File: src/lsau_pkg.sv
`timescale 1ns / 1ps

package lsau_pkg;

	localparam logic [1:0] SIZE_BYTE = 2'd0;
	localparam logic [1:0] SIZE_HALF = 2'd1;
	localparam logic [1:0] SIZE_WORD = 2'd2;

	localparam logic [1:0] SHIFT_LSL = 2'd0;
	localparam logic [1:0] SHIFT_LSR = 2'd1;
	localparam logic [1:0] SHIFT_ASR = 2'd2;
	localparam logic [1:0] SHIFT_ROR = 2'd3;

	localparam logic [3:0] COND_EQ = 4'd0;
	localparam logic [3:0] COND_NE = 4'd1;
	localparam logic [3:0] COND_CS = 4'd2;
	localparam logic [3:0] COND_CC = 4'd3;
	localparam logic [3:0] COND_MI = 4'd4;
	localparam logic [3:0] COND_PL = 4'd5;
	localparam logic [3:0] COND_VS = 4'd6;
	localparam logic [3:0] COND_VC = 4'd7;
	localparam logic [3:0] COND_HI = 4'd8;
	localparam logic [3:0] COND_LS = 4'd9;
	localparam logic [3:0] COND_GE = 4'd10;
	localparam logic [3:0] COND_LT = 4'd11;
	localparam logic [3:0] COND_GT = 4'd12;
	localparam logic [3:0] COND_LE = 4'd13;
	localparam logic [3:0] COND_AL = 4'd14;
	localparam logic [3:0] COND_NV = 4'd15;

	localparam logic [3:0] HALF_OPCODE = 4'hB;

	// One classified instruction waiting for address generation.
	typedef struct packed {
		logic        cond_pass;
		logic        undefined;
		logic        is_load;
		logic [1:0]  access_size;
		logic        pre_index;
		logic        up;
		logic        writeback_en;
		logic [31:0] base_value;
		logic [31:0] offset;
		logic [31:0] store_data;
		logic [3:0]  dest_reg;
		logic [3:0]  writeback_reg;
	} lsau_entry_t;

endpackage

File: src/lsau_if.sv
`timescale 1ns / 1ps

interface lsau_req_if;
	logic        valid;
	logic        ready;
	logic [31:0] instruction;
	logic [31:0] base_value;
	logic [31:0] offset_value;
	logic [31:0] store_value;
	logic [3:0]  flags;

	modport source (output valid, output instruction, output base_value,
		output offset_value, output store_value, output flags, input ready);
	modport sink (input valid, input instruction, input base_value,
		input offset_value, input store_value, input flags, output ready);
endinterface

interface lsau_rsp_if;
	logic        valid;
	logic        ready;
	logic        cond_pass;
	logic        is_load;
	logic [1:0]  access_size;
	logic [31:0] address;
	logic [31:0] store_data;
	logic [3:0]  dest_reg;
	logic        writeback_en;
	logic [3:0]  writeback_reg;
	logic [31:0] writeback_value;
	logic        undefined;

	modport source (output valid, output cond_pass, output is_load, output access_size,
		output address, output store_data, output dest_reg, output writeback_en,
		output writeback_reg, output writeback_value, output undefined, input ready);
	modport sink (input valid, input cond_pass, input is_load, input access_size,
		input address, input store_data, input dest_reg, input writeback_en,
		input writeback_reg, input writeback_value, input undefined, output ready);
endinterface

File: src/lsau_front.sv
`timescale 1ns / 1ps

module lsau_front import lsau_pkg::*; (
	input  logic [31:0] instruction,
	input  logic [31:0] base_value,
	input  logic [31:0] offset_value,
	input  logic [31:0] store_value,
	input  logic [3:0]  flags,
	output lsau_entry_t entry
);

	logic        n_flag, z_flag, c_flag, v_flag;
	logic [3:0]  cond;
	logic        cond_ok;
	logic        is_half, is_bw, undef;
	logic [4:0]  amount;
	logic [31:0] shifted;
	logic [63:0] rot_pair;
	logic [31:0] offset;
	logic [1:0]  size;
	logic [31:0] sdata;
	logic        pass;

	assign n_flag = flags[3];
	assign z_flag = flags[2];
	assign c_flag = flags[1];
	assign v_flag = flags[0];
	assign cond = instruction[31:28];

	always_comb begin
		case (cond)
			COND_EQ: cond_ok = z_flag;
			COND_NE: cond_ok = !z_flag;
			COND_CS: cond_ok = c_flag;
			COND_CC: cond_ok = !c_flag;
			COND_MI: cond_ok = n_flag;
			COND_PL: cond_ok = !n_flag;
			COND_VS: cond_ok = v_flag;
			COND_VC: cond_ok = !v_flag;
			COND_HI: cond_ok = c_flag && !z_flag;
			COND_LS: cond_ok = !c_flag || z_flag;
			COND_GE: cond_ok = (n_flag == v_flag);
			COND_LT: cond_ok = (n_flag != v_flag);
			COND_GT: cond_ok = (n_flag == v_flag) && !z_flag;
			COND_LE: cond_ok = (n_flag != v_flag) || z_flag;
			COND_AL: cond_ok = 1'b1;
			default: cond_ok = 1'b0;
		endcase
	end

	assign amount = instruction[11:7];
	assign rot_pair = {offset_value, offset_value} >> amount;

	always_comb begin
		case (instruction[6:5])
			SHIFT_LSL: shifted = offset_value << amount;
			SHIFT_LSR: shifted = (amount == 5'd0) ? 32'd0 : (offset_value >> amount);
			SHIFT_ASR: shifted = (amount == 5'd0) ? {32{offset_value[31]}}
				: 32'($signed(offset_value) >>> amount);
			default:   shifted = (amount == 5'd0) ? {c_flag, offset_value[31:1]}
				: rot_pair[31:0];
		endcase
	end

	assign is_half = (instruction[27:25] == 3'b000) && (instruction[7:4] == HALF_OPCODE);
	assign is_bw = (instruction[27:26] == 2'b01);

	always_comb begin
		undef = (cond == COND_NV);
		offset = 32'd0;
		size = instruction[22] ? SIZE_BYTE : SIZE_WORD;
		if (is_half) begin
			size = SIZE_HALF;
			offset = instruction[22] ? {24'd0, instruction[11:8], instruction[3:0]}
				: offset_value;
			if (!instruction[24] && instruction[21]) begin
				undef = 1'b1;
			end
		end else if (is_bw) begin
			if (instruction[25]) begin
				offset = shifted;
				if (instruction[4]) begin
					undef = 1'b1;
				end
			end else begin
				offset = {20'd0, instruction[11:0]};
			end
		end else begin
			undef = 1'b1;
		end
	end

	always_comb begin
		case (size)
			SIZE_BYTE: sdata = {24'd0, store_value[7:0]};
			SIZE_HALF: sdata = {16'd0, store_value[15:0]};
			default:   sdata = store_value;
		endcase
		if (instruction[20] || undef) begin
			sdata = 32'd0;
		end
	end

	assign pass = !undef && cond_ok;

	assign entry.cond_pass = pass;
	assign entry.undefined = undef;
	assign entry.is_load = instruction[20];
	assign entry.access_size = size;
	assign entry.pre_index = instruction[24];
	assign entry.up = instruction[23];
	assign entry.writeback_en = pass && (!instruction[24] || instruction[21]);
	assign entry.base_value = base_value;
	assign entry.offset = offset;
	assign entry.store_data = sdata;
	assign entry.dest_reg = instruction[15:12];
	assign entry.writeback_reg = instruction[19:16];

endmodule

File: src/lsau_queue.sv
`timescale 1ns / 1ps

module lsau_queue import lsau_pkg::*; #(
	parameter int DEPTH = 2
) (
	input  logic        clk,
	input  logic        arst_n,
	input  logic        push_valid,
	output logic        push_ready,
	input  lsau_entry_t push_entry,
	output logic        pop_valid,
	input  logic        pop_ready,
	output lsau_entry_t pop_entry
);

	localparam int PtrW = (DEPTH > 1) ? $clog2(DEPTH) : 1;
	localparam int CntW = $clog2(DEPTH + 1);
	localparam logic [PtrW-1:0] LastPtr = PtrW'(DEPTH - 1);
	localparam logic [CntW-1:0] FullCnt = CntW'(DEPTH);

	lsau_entry_t     slots_q [DEPTH];
	logic [PtrW-1:0] wr_ptr_q, rd_ptr_q;
	logic [CntW-1:0] count_q;
	logic            push, pop;

	assign push_ready = (count_q != FullCnt);
	assign pop_valid = (count_q != '0);
	assign push = push_valid && push_ready;
	assign pop = pop_valid && pop_ready;
	assign pop_entry = slots_q[rd_ptr_q];

	always_ff @(posedge clk) begin
		if (push) begin
			slots_q[wr_ptr_q] <= push_entry;
		end
	end

	always_ff @(posedge clk or negedge arst_n) begin
		if (!arst_n) begin
			wr_ptr_q <= '0;
			rd_ptr_q <= '0;
			count_q <= '0;
		end else begin
			if (push) begin
				wr_ptr_q <= (wr_ptr_q == LastPtr) ? '0 : wr_ptr_q + 1'b1;
			end
			if (pop) begin
				rd_ptr_q <= (rd_ptr_q == LastPtr) ? '0 : rd_ptr_q + 1'b1;
			end
			if (push && !pop) begin
				count_q <= count_q + 1'b1;
			end else if (pop && !push) begin
				count_q <= count_q - 1'b1;
			end
		end
	end

endmodule

File: src/lsau_back.sv
`timescale 1ns / 1ps

module lsau_back import lsau_pkg::*; (
	input  logic        clk,
	input  logic        arst_n,
	input  logic        entry_valid,
	output logic        entry_ready,
	input  lsau_entry_t entry,
	lsau_rsp_if.source  rsp
);

	logic [31:0] new_base;
	logic        valid_q;
	logic        take;

	assign new_base = entry.up ? entry.base_value + entry.offset
		: entry.base_value - entry.offset;
	assign entry_ready = !valid_q || rsp.ready;
	assign take = entry_valid && entry_ready;
	assign rsp.valid = valid_q;

	always_ff @(posedge clk or negedge arst_n) begin
		if (!arst_n) begin
			valid_q <= 1'b0;
		end else if (entry_ready) begin
			valid_q <= entry_valid;
		end
	end

	always_ff @(posedge clk) begin
		if (take) begin
			rsp.cond_pass <= entry.cond_pass;
			rsp.is_load <= entry.is_load;
			rsp.access_size <= entry.access_size;
			rsp.address <= entry.undefined ? 32'd0
				: (entry.pre_index ? new_base : entry.base_value);
			rsp.store_data <= entry.store_data;
			rsp.dest_reg <= entry.dest_reg;
			rsp.writeback_en <= entry.writeback_en;
			rsp.writeback_reg <= entry.writeback_reg;
			rsp.writeback_value <= entry.writeback_en ? new_base : 32'd0;
			rsp.undefined <= entry.undefined;
		end
	end

endmodule

File: src/load_store_address_unit.sv
`timescale 1ns / 1ps
// An accepted transaction is written into the decode queue, then registered onto rsp when the result register is free.
// Throughput: one transaction per cycle, with no stall while rsp is ready.
// The decode queue holds QUEUE_DEPTH entries, so the request side keeps flowing
// for that many transactions while rsp is stalled, one more if no result is waiting.
// Reset (arst_n low) empties the queue and drops the pending result; no clearing pass.

module load_store_address_unit import lsau_pkg::*; #(
	parameter int QUEUE_DEPTH = 2
) (
	input  logic       clk,
	input  logic       arst_n,
	lsau_req_if.sink   req,
	lsau_rsp_if.source rsp
);

	lsau_entry_t front_entry;
	lsau_entry_t queue_entry;
	logic        queue_valid;
	logic        queue_ready;

	lsau_front u_front (
		.instruction  (req.instruction),
		.base_value   (req.base_value),
		.offset_value (req.offset_value),
		.store_value  (req.store_value),
		.flags        (req.flags),
		.entry        (front_entry)
	);

	lsau_queue #(
		.DEPTH (QUEUE_DEPTH)
	) u_queue (
		.clk        (clk),
		.arst_n     (arst_n),
		.push_valid (req.valid),
		.push_ready (req.ready),
		.push_entry (front_entry),
		.pop_valid  (queue_valid),
		.pop_ready  (queue_ready),
		.pop_entry  (queue_entry)
	);

	lsau_back u_back (
		.clk         (clk),
		.arst_n      (arst_n),
		.entry_valid (queue_valid),
		.entry_ready (queue_ready),
		.entry       (queue_entry),
		.rsp         (rsp)
	);

endmodule
File: src/flat_wrapper.sv
// flat-port wrapper written by rule: the top's interface ports become plain ports
module load_store_address_unit_flat import lsau_pkg::*;
#(
	parameter int QUEUE_DEPTH = 2
)
  (clk, arst_n, req_valid, req_instruction, req_base_value, req_offset_value, req_store_value, req_flags, req_ready, rsp_valid, rsp_cond_pass, rsp_is_load, rsp_access_size, rsp_address, rsp_store_data, rsp_dest_reg, rsp_writeback_en, rsp_writeback_reg, rsp_writeback_value, rsp_undefined, rsp_ready);
  lsau_req_if req_i ();
  lsau_rsp_if rsp_i ();
  input  logic clk;
  input  logic arst_n;
  input wire logic [$bits(req_i.valid)-1:0] req_valid;
  input wire logic [$bits(req_i.instruction)-1:0] req_instruction;
  input wire logic [$bits(req_i.base_value)-1:0] req_base_value;
  input wire logic [$bits(req_i.offset_value)-1:0] req_offset_value;
  input wire logic [$bits(req_i.store_value)-1:0] req_store_value;
  input wire logic [$bits(req_i.flags)-1:0] req_flags;
  output wire logic [$bits(req_i.ready)-1:0] req_ready;
  output wire logic [$bits(rsp_i.valid)-1:0] rsp_valid;
  output wire logic [$bits(rsp_i.cond_pass)-1:0] rsp_cond_pass;
  output wire logic [$bits(rsp_i.is_load)-1:0] rsp_is_load;
  output wire logic [$bits(rsp_i.access_size)-1:0] rsp_access_size;
  output wire logic [$bits(rsp_i.address)-1:0] rsp_address;
  output wire logic [$bits(rsp_i.store_data)-1:0] rsp_store_data;
  output wire logic [$bits(rsp_i.dest_reg)-1:0] rsp_dest_reg;
  output wire logic [$bits(rsp_i.writeback_en)-1:0] rsp_writeback_en;
  output wire logic [$bits(rsp_i.writeback_reg)-1:0] rsp_writeback_reg;
  output wire logic [$bits(rsp_i.writeback_value)-1:0] rsp_writeback_value;
  output wire logic [$bits(rsp_i.undefined)-1:0] rsp_undefined;
  input wire logic [$bits(rsp_i.ready)-1:0] rsp_ready;
  assign req_i.valid = req_valid;
  assign req_i.instruction = req_instruction;
  assign req_i.base_value = req_base_value;
  assign req_i.offset_value = req_offset_value;
  assign req_i.store_value = req_store_value;
  assign req_i.flags = req_flags;
  assign req_ready = req_i.ready;
  assign rsp_valid = rsp_i.valid;
  assign rsp_cond_pass = rsp_i.cond_pass;
  assign rsp_is_load = rsp_i.is_load;
  assign rsp_access_size = rsp_i.access_size;
  assign rsp_address = rsp_i.address;
  assign rsp_store_data = rsp_i.store_data;
  assign rsp_dest_reg = rsp_i.dest_reg;
  assign rsp_writeback_en = rsp_i.writeback_en;
  assign rsp_writeback_reg = rsp_i.writeback_reg;
  assign rsp_writeback_value = rsp_i.writeback_value;
  assign rsp_undefined = rsp_i.undefined;
  assign rsp_i.ready = rsp_ready;
  load_store_address_unit #(.QUEUE_DEPTH(QUEUE_DEPTH)) u_core (.clk(clk), .arst_n(arst_n), .req(req_i), .rsp(rsp_i));
endmodule
File: config.mk
export PLATFORM = sky130hd
export DESIGN_NAME = load_store_address_unit_flat
export DESIGN_NICKNAME = d
export VERILOG_FILES = /design/src/lsau_pkg.sv /design/src/lsau_if.sv /design/src/lsau_front.sv /design/src/lsau_queue.sv /design/src/lsau_back.sv /design/src/load_store_address_unit.sv /design/src/flat_wrapper.sv
export SDC_FILE = /design/constraint.sdc
export NUM_CORES = 1
export LEC_CHECK = 0
export BUFFER_PORTS_ARGS = -buffer_cell sky130_fd_sc_hd__buf_2
export CAP_MARGIN = 20
export CORE_AREA = 5 5 261 186
export DETAILED_ROUTE_END_ITERATION = 10
export DIE_AREA = 0 0 266 191
export PLACE_DENSITY_LB_ADDON = 0.08
export SETUP_SLACK_MARGIN = 0.5
export SYNTH_ARGS = -nofsm -noshare
export SYNTH_HDL_FRONTEND = slang
export SYNTH_HIERARCHICAL = 1
export SYNTH_SLANG_ARGS = --single-unit
File: constraint.sdc
create_clock -name clk -period 16.3 [get_ports clk]
set_clock_uncertainty 0.2 [all_clocks]
set_input_delay 2.445 -clock clk [delete_from_list [all_inputs] [get_ports clk]]
set_output_delay 2.445 -clock clk [all_outputs]
set_load 0.03 [all_outputs]
==> results of run 1 <==
==> through the flow <==
step	total power [W]	util	setup slack, ns
CTS	0.00484	0.543	10.06
finish	0.00483	0.543	9.91
detailed placement	0.00404	0.518	9.74
global placement	0.00400	0.518	9.77
floorplan	0.00343	-	8.31
global route	0.00512	0.543	9.79
==> final cells by class <==
class | instances | share of cell area
Sequential cell | 339 | 0.408
Multi-Input combinational cell | 1325 | 0.451
Inverter | 25 | 0.00376
Clock inverter | 16 | 0.00753
Tap cell | 612 | 0.0307
Timing Repair Buffer | 284 | 0.0612
Clock buffer | 46 | 0.0380
==> kinds of logic (layout without fill, tap and decap cells) <==
logic type,after synthesis,in the layout
compound gates,429,429
xor+xnor,66,66
fa+ha+maj,41,41
buf+inv,229,371
flops,339,339
mux,335,335
simple gates,454,454
==> worst max-delay path by stage <==
| stage | start | to | slack [ns] | cells past startpoint |
|---|---|---|---|---|
| floorplan | req_valid | u_core/u_queue/slots_q[0][0] | 8.31 | 2 |
| global placement | req_instruction[7] | u_core/u_queue/slots_q[0][53] | 9.77 | 9 |
| detailed placement | req_instruction[7] | u_core/u_queue/slots_q[0][53] | 9.74 | 9 |
| CTS | u_core/u_queue/rd_ptr_q | u_core/u_back/rsp.address[29] | 10.06 | 16 |
| global route | u_core/u_queue/rd_ptr_q | u_core/u_back/rsp.address[29] | 9.79 | 16 |
| finish | u_core/u_queue/rd_ptr_q | u_core/u_back/rsp.address[29] | 9.91 | 16 |
==> worst reg2reg max path, cell delays in order, from the launching register on <==
cell and delay, ns:
dfrtp_4 0.60, buf_4 0.58, mux2_4 0.39, or4_4 0.56
nor3_1 0.78, a21oi_1 0.18, xor2_1 0.20, ha_1 0.34
and4_2 0.29, a221o_1 0.34, o21a_4 0.27, o31a_2 0.33
o21ai_0 0.41, o21ai_0 0.22, xnor2_1 0.18, mux2i_1 0.15
nor2_1 0.07
==> placed cells by master (no fill, tap or decap), types with 7 or more instances in the layout <==
cell type	instances
a211oi_1	23
a21o_1	18
a21oi_1	95
a221o_1	8
a221oi_1	16
a22o_1	7
a22oi_1	13
a31oi_1	23
and2_1	51
and3_1	19
buf_2	244
buf_4	39
clkbuf_1	8
clkbuf_16	35
edfxtp_1	334
ha_1	40
inv_1	22
mux2_2	87
mux2_4	71
mux2i_1	90
mux4_2	84
nand2_1	108
nand2b_1	16
nand3_1	17
nor2_1	128
nor2b_1	19
nor3_1	27
nor4_1	9
o2111ai_1	7
o211ai_1	15
o21a_1	11
o21ai_0	79
o221ai_1	15
o22a_1	7
o22ai_1	17
or3_1	8
xnor2_1	27
xor2_1	39
==> metal layers <==
metal / GRT usage / wire length, um
met1: 0.425 / 33200
met5: 0 / 20
met3: 0.0776 / 8540
met2: 0.429 / 32400
met4: 0.102 / 2920
==> report_power, final <==
part	internal [W]	leakage (nW)	switching [W]
Sequential	0.00136	3.28	0.0000780
Combinational	0.000979	5.72	0.00163
Clock	0.000448	0.547	0.000337
Total	0.00279	9.54	0.00204
==> results summary, run 1 <==
The filler-free cell count of the finished design is 2,647. The number of buffers added by the clock tree synthesis step is 35. Summing all non-filler instances in the final layout gives an area of ~25,000 um^2. At the pin with the least slew margin, the transition time is ~1.1 ns. The post-synthesis async set-or-reset flop share came out at 0.0147. The endpoint identified for the worst register-to-register timing path is u_core/u_back/rsp.address[29]. The remaining max-slew budget at the tightest pin is 0.244. During I/O placement, the number of pins put on the boundary was ~250.

The adder and majority cell fraction of the synthesized area came out at 0.0230. The largest register by flop count is u_core/u_queue/slots_q. The top cell type's share of synthesized area came out at 0.444. The final net count came out at roughly 2,200.

For this run, design rule violations remaining after detail routing come to 0. The data arrival time at the worst-slack endpoint is around 6.4 ns. The share of cell area taken by muxes after synthesis came out at 0.216. Gates resized during post-CTS repair numbered 0. The fraction of the mapped netlist area in compound gates came out at 0.131. The most used flip-flop cell after synthesis is edfxtp_1. The leakage power is about 9.5 nW.

In this run the post-CTS setup repair buffer count came out at 0. Yosys attributes the largest share of cell area to edfxtp_1, mux4_2, mux2_4. The post-synthesis instance total came out at between 1,500 and 2,000. The register with the most flip-flops in the layout has roughly 220 of them. The clock reaches the later pin of the worst-skew pair after 0.55 ns. The placeable core area came out at ~46,000 um^2. The worst vdd rail ir drop is between 100 and 150 uV. For hold timing, the worst endpoint is u_core/u_queue/count_q[1]. The worst setup path is captured at a flop. The post-route antenna net violation count is 0. STA classifies the critical path startpoint as a flop. The placed instances occupy a cell area of between 20,000 and 25,000 um^2. The total of fill cells in the finished design is roughly 4,000. The maximum fanout along the worst path came out at 30. The flop and latch count out of synthesis is around 340. The number of rows in the core area came out at 66.

The critical path goes through buf_4 > mux2_4 > or4_4 > nor3_1 > a21oi_1 > xor2_1 > ha_1 > and4_2 > a221o_1 > o21a_4 > o31a_2 > o21ai_0 > o21ai_0 > xnor2_1 > mux2i_1 > nor2_1. The die covers between 50,000 and 60,000 um^2. The number of global-route vias before repair came to around 17,000. The total placed cells including tap cells came out at roughly 2,600. The mean instance size in the synthesized netlist came out at between 10 and 15 um^2. Among cell families on the critical path, the largest total delay comes from compound AO/OA/AOI/OAI gates.

The number of instances on the worst hold path is 1. The class of the most critical setup path is flop to flop. The clock tree from TritonCTS is built. The total congestion overflow after global routing is 0. The startpoint identified for the worst hold timing path is u_core/u_queue/count_q[1]. The most common cell in the netlist is edfxtp_1. Relative to the synthesized area, the layout overhead comes to 10.3%. The synthesized netlist occupies a cell area of about 23,000 um^2. The chip width came out at roughly 270 um. The tightest min-delay check is of the flop to flop type. The initial cell density of the core came out at 0.492. The maximum frequency from static timing analysis is 157 MHz.

The share of synthesized area occupied by flip-flops and latches is 0.450. The count of maximum capacitance violations came out at 0. The longest clock path from root to sink contains 3 buffers.

Hold timing on the final database bottoms out at a slack of approximately 0.3 ns. By count the netlist is led by edfxtp_1, nor2_1, nand2_1. The xor/xnor share of the synthesized area came out at 0.0256. The critical path's largest stage delay came out at approximately 0.78 ns. The sum of buffers and inverters on the critical path is 1. The maximum number of pins on one net before global-route repair came out at 63. The number of buffers added on ports is 247. Setup repair after global routing left no endpoint under its margin.

In the final layout, the share of cells above drive strength 1 is 0.303. The synthesized design spends more area on one cell type than any other, namely edfxtp_1. After synthesis, the largest family of logic cells by area is multiplexers. Clock tree synthesis selected as its root buffer the cell clkbuf_16. The worst register-to-register path begins at u_core/u_queue/rd_ptr_q. The period utilization is 0.392.

Measured in cells, the most critical reg-to-reg path has a length of 16. The register-to-register setup slack came out at 9.91 ns. The final number of hold-violating endpoints is 0. The total number of clock tree sinks is around 340.

The vertical extent of the die came out at roughly 190 um. The number of DRC markers after the initial detailed-route iteration is between 2,000 and 2,500. At the worst endpoint, the required time is 16.35 ns. The count of flip-flops with a built-in enable after synthesis came out at roughly 330. The number of vias per cell after detailed routing is 6.63. The time the worst path needs with I/O delays and setup is around 6.4 ns.

The footprint of the flip-flops and latches is just over 10,000 um^2. Power spread over the standard cell area amounts to approximately 190 nW/um^2. The total area of multi-input combinational cells came out at between 10,000 and 15,000 um^2. After routing, the total negative slack on setup checks comes to 0 ns. Setup violations remaining at the end of the flow were counted as 0.

The level count of the clock H-tree is 2. The global routing usage summed across all routing layers is 0.293. The Yosys warning count is 6. The number of buffers inserted by hold repair at cts came out at 0. The detailed router placed 17,539 vias in this run. The count of final max-slew check failures is 0. The slowest stage of the critical path belongs to the cell nor3_1.

The run finished with clean final reports. The first-pass iteration count of the detailed router is 6. The synthesized netlist net count is around 2,100. The simple-gate share of the synthesized area came out at 0.101. The weighted congestion at the end of routability-driven global placement came out at between 1 and 1.5. The post-detailed-placement half-perimeter wirelength is ~53,000 um. For this block, the routed nets add up to approximately 77,000 um of wire. Counting distinct cell types in the post-synthesis netlist gives 103.

The number of antenna diodes is 0. The mean routed wirelength per cell came out at about 29 um. The clock transition at the registers of the reported paths is roughly 0.060 ns. The number of antenna violations at the first check in global routing came out at 1. Counting stages on the worst path, the most repeated cell is o21ai_0.

The wire length of the first global-routing pass came out at between 100,000 and 150,000 um.
(Power assumes the default switching activity.)
==> run 2: changes to the inputs <==
Settings changed: ABC_AREA from default to 1, CORE_AREA 5 5 261 186 to 5 5 258 184, DIE_AREA 0 0 266 191 to 0 0 263 189.
Clock period 16.3 ns to 5.59 ns, I/O delays scaled along.
==> run 2 against run 1 <==
Against the previous run:
- combinational power grew to 3.5 times the previous value
- hold slack lost 0.019 ns
- synthesized cell count grew 53%
- die area shrank 2.2%
- critical path type unchanged
- critical endpoint is now u_core/u_back/rsp.address[30]
- largest cell class is now flip-flops and latches
==> results summary, run 2 <==
Yosys attributes the largest share of cell area to edfxtp_1, nand2_1, nand3_1. The cell type of the slowest stage on the worst timing path is dfrtp_4. The vias after detailed routing is around 21,000. After synthesis, the most frequently instantiated cells are nand2_1, edfxtp_1, nand3_1. From left edge to right edge, the die measures 263 um. The maximum number of pins on one net before global-route repair came out at 90. The area added between synthesis and finish is 11.7%. The final wirelength came out at 81,100 um. Timing would allow up to 212 MHz. The register with the most flip-flops in the layout has 224 of them.

The met1 layer usage reported by global route is 0.474. The full die area came out at 49,700 um^2. Once placement finished, the instance area stood at roughly 23,000 um^2.

The wire length of the first global-routing pass is roughly 120,000 um. Yosys instantiated no cell more often than nand2_1. The number of antenna violations at the first check in global routing is 7. Data on the critical path arrives at its endpoint at between 4 and 5 ns.

The count of maximum capacitance violations came out at 0. The worst vdd rail ir drop came out at 323 uV. Counting along the longest clock path gives a buffer depth of 3.

Setup repair after global routing left no endpoint under its margin. The area of the mapped netlist came out at about 22,000 um^2. The Yosys warning count is 6.

The final number of hold-violating endpoints is 0. The required time reported for the critical path endpoint came out at ~5.7 ns. Synthesis inferred between 300 and 400 register bits. After synthesis, the mean cell area works out to 7.60 um^2. The most used flip-flop cell after synthesis is edfxtp_1. The kind of path behind the tightest hold check is primary input to flop.

The startpoint identified for the worst register-to-register timing path is u_core/u_queue/rd_ptr_q. The number of buffers added by the clock tree synthesis step came out at 36. CTS saw approximately 340 sinks.

The synthesized netlist net count came out at slightly above 3,000. In this run, synthesis inferred 334 flip-flops with an integrated enable. The number of vias per cell after detailed routing is 5.74. The worst hold path terminates at u_core/u_queue/slots_q[0][91]. Broken down by cell family, the worst path's largest delay share belongs to simple AND/OR/NAND/NOR gates. The initial utilization of the core area, before any placement, comes to 0.494. After clock tree synthesis, the repair step resized 0 gates.

Leaving out fill and tap cells, the most frequent cells in the layout are nand2_1, edfxtp_1, nand3_1, buf_2, inv_1. The share of synthesized area in the top cell type comes to 0.455. The routing usage on met2 is 0.431.

The depth of the most critical reg-to-reg path came out at 18. The number of DRC markers after the initial detailed-route iteration came out at ~2,800. The post-synthesis async set-or-reset flop share came out at 0.0147. On the worst path, the slowest cell contributes a delay of 0.71 ns. The placeable core area came out at between 40,000 and 50,000 um^2.

In this run the power density over the cells is ~630 nW/um^2. The post-route antenna net violation count came out at 0. The number of global-route vias before repair was ~20,000.

The maximum fanout along the worst path is 41. The count of final max-slew check failures is 0. The time the worst path needs with I/O delays and setup came out at roughly 4.7 ns.

The endpoint identified for the worst register-to-register timing path is u_core/u_back/rsp.address[30]. The number of remaining DRC errors came out at 0. The number of top-level design ports came out at approximately 250. The final setup violation count is 0. The flow ran to the end, and the final reports show no timing, DRC or antenna violations. The later pin in the worst-skew pair is clocked with a latency of between 0.5 and 0.6 ns. Among the stages of the critical path, the cell type that occurs most often is nand2_1. The synthesized netlist contains a little under 60 unique library cells. After clock tree synthesis, the clock-pin slew on the worst setup and hold paths is around 0.060 ns. The critical path goes through inv_4 > nand2_1 > nand2_1 > inv_1 > o21ai_0 > fa_1 > nand3_1 > nand3_2 > nand2_1 > nand2_1 > nand2_1 > nand2_2 > nand2_1 > nand2_1 > nand2_1 > nand3_1 > nand2_1 > inv_1. The level count of the clock H-tree is 2. The launch instance of the worst min-delay path is req_base_value[19]. The floorplan step set the die height to around 190 um.

Headroom to the max-slew limit came out at 0.294. Leaving out fill and tap cells, the most frequent cell in the layout is nand2_1. Summed over all cells, the static leakage comes to around 12 nW. The post-synthesis instance total is 2,901. met1 is the most crowded layer. The synthesized design spends more area on one cell type than any other, namely edfxtp_1. The post-detailed-placement half-perimeter wirelength is 61,100 um. The tree is rooted in a clkbuf_16. The final sum of negative setup slack came out at 0 ns.

The total of fill cells in the finished design came out at approximately 4,200. The clock tree from TritonCTS is built. The register-to-register setup slack is around 0.87 ns. Dividing the final minimum period by the clock period gives 0.845. More flip-flops sit in one register than any other, and that register is u_core/u_queue/slots_q. In the final routed layout, each cell accounts on average for about 22 um. The cell area after layout came out at roughly 25,000 um^2.

The total congestion overflow after global routing came out at 0. The first-pass iteration count of the detailed router is 9. At the end of routability-driven placement, the weighted congestion stood at 1.04. The core occupancy in the finished layout is 0.552. The number of buffers added on ports came out at between 200 and 250. The met3 track demand over resource in global routing is 0.106. The class of the most critical setup path is flop to flop. The number of instances on the worst hold path is 1. The worst setup path is launched from a flop. STA classifies the critical path endpoint as a flop. The final net count came out at between 3,000 and 4,000. The global routing usage summed across all routing layers came out at 0.312. The share of post-route cells with drive strength above 1 is 0.135. The tightest hold path in the finished design has a slack of about 0.28 ns. The number of rows in the core area is between 60 and 70. The share of synthesized area occupied by flip-flops and latches came out at 0.460. For the pin with the worst max-slew slack, the measured transition is ~1.1 ns. The sum of buffers and inverters on the critical path came out at 3.
[run 2: cell count changes in the layout (fill, tap and decap cells not counted), moves of 84 or more]
| cell | change |
|---|---|
| nand3_1 | +299 |
| mux2_2 | -87 |
| nand2_1 | +1023 |
| mux2i_1 | -86 |
| inv_1 | +197 |
| mux4_2 | -84 |
[run 2: layout make-up]
cell class / count / area [um^2] / area share
Antenna cell: 2 / 5.00 / 0.000203
Tap cell: 603 / 754 / 0.0306
Clock inverter: 22 / 205 / 0.00833
Inverter: 232 / 881 / 0.0357
Clock buffer: 43 / 937 / 0.0380
Timing Repair Buffer: 299 / 1670 / 0.0676
Multi-Input combinational cell: 2152 / 10000 / 0.407
Sequential cell: 339 / 10200 / 0.412
[run 2: kinds of logic (layout without fill, tap and decap cells)]
group                    Yosys count  in the layout  synth area share
adder cells (fa/ha/maj)           41             41            0.0236
other                              0              2                 0
flip-flops                       339            339             0.460
buffers and inverters            410            596            0.0863
XOR/XNOR                          46             46            0.0183
AO/OA/AOI/OAI                    304            304            0.0790
multiplexers                       4              4           0.00182
AND/OR/NAND/NOR                 1757           1757             0.331
[run 2: worst max path at each step]
stage                            startpoint                             to  depth (start not counted)
floorplan                         req_valid   u_core/u_queue/slots_q[0][0]                          2
global placement    u_core/u_queue/rd_ptr_q  u_core/u_back/rsp.address[30]                         18
detailed placement  u_core/u_queue/rd_ptr_q  u_core/u_back/rsp.address[30]                         18
CTS                 u_core/u_queue/rd_ptr_q  u_core/u_back/rsp.address[30]                         18
global route        u_core/u_queue/rd_ptr_q  u_core/u_back/rsp.address[30]                         18
finish              u_core/u_queue/rd_ptr_q  u_core/u_back/rsp.address[30]                         18
[run 2: layer usage]
layer	routed length, um	vias to the layer above
li1	-	9839
met3	11200	140
met4	1920	12
met5	70	-
met2	31800	1279
met1	36100	9939
[run 2: where the power goes]
part	switching (W)	internal [W]
clock	0.00104	0.00127
combinational	0.00652	0.00250
sequential	0.000256	0.00397
[run 2: stage by stage]
| stage | cells | total power (W) | setup slack, ns |
|---|---|---|---|
| floorplan | 2901 | 0.0106 | -0.814 |
| global placement | 3623 | 0.0130 | 1.12 |
| detailed placement | 3624 | 0.0131 | 1.04 |
| CTS | 3690 | 0.0154 | 1.03 |
| global route | 3690 | 0.0167 | 0.589 |
| finish | 3692 | 0.0156 | 0.866 |
[run 2: what timing repair did]
action                                  in CTS  in global routing
hold endpoints to repair                     5                  0
endpoints found under the setup margin       0                  0
hold buffers                                 1                  0
setup buffers                                0                  0
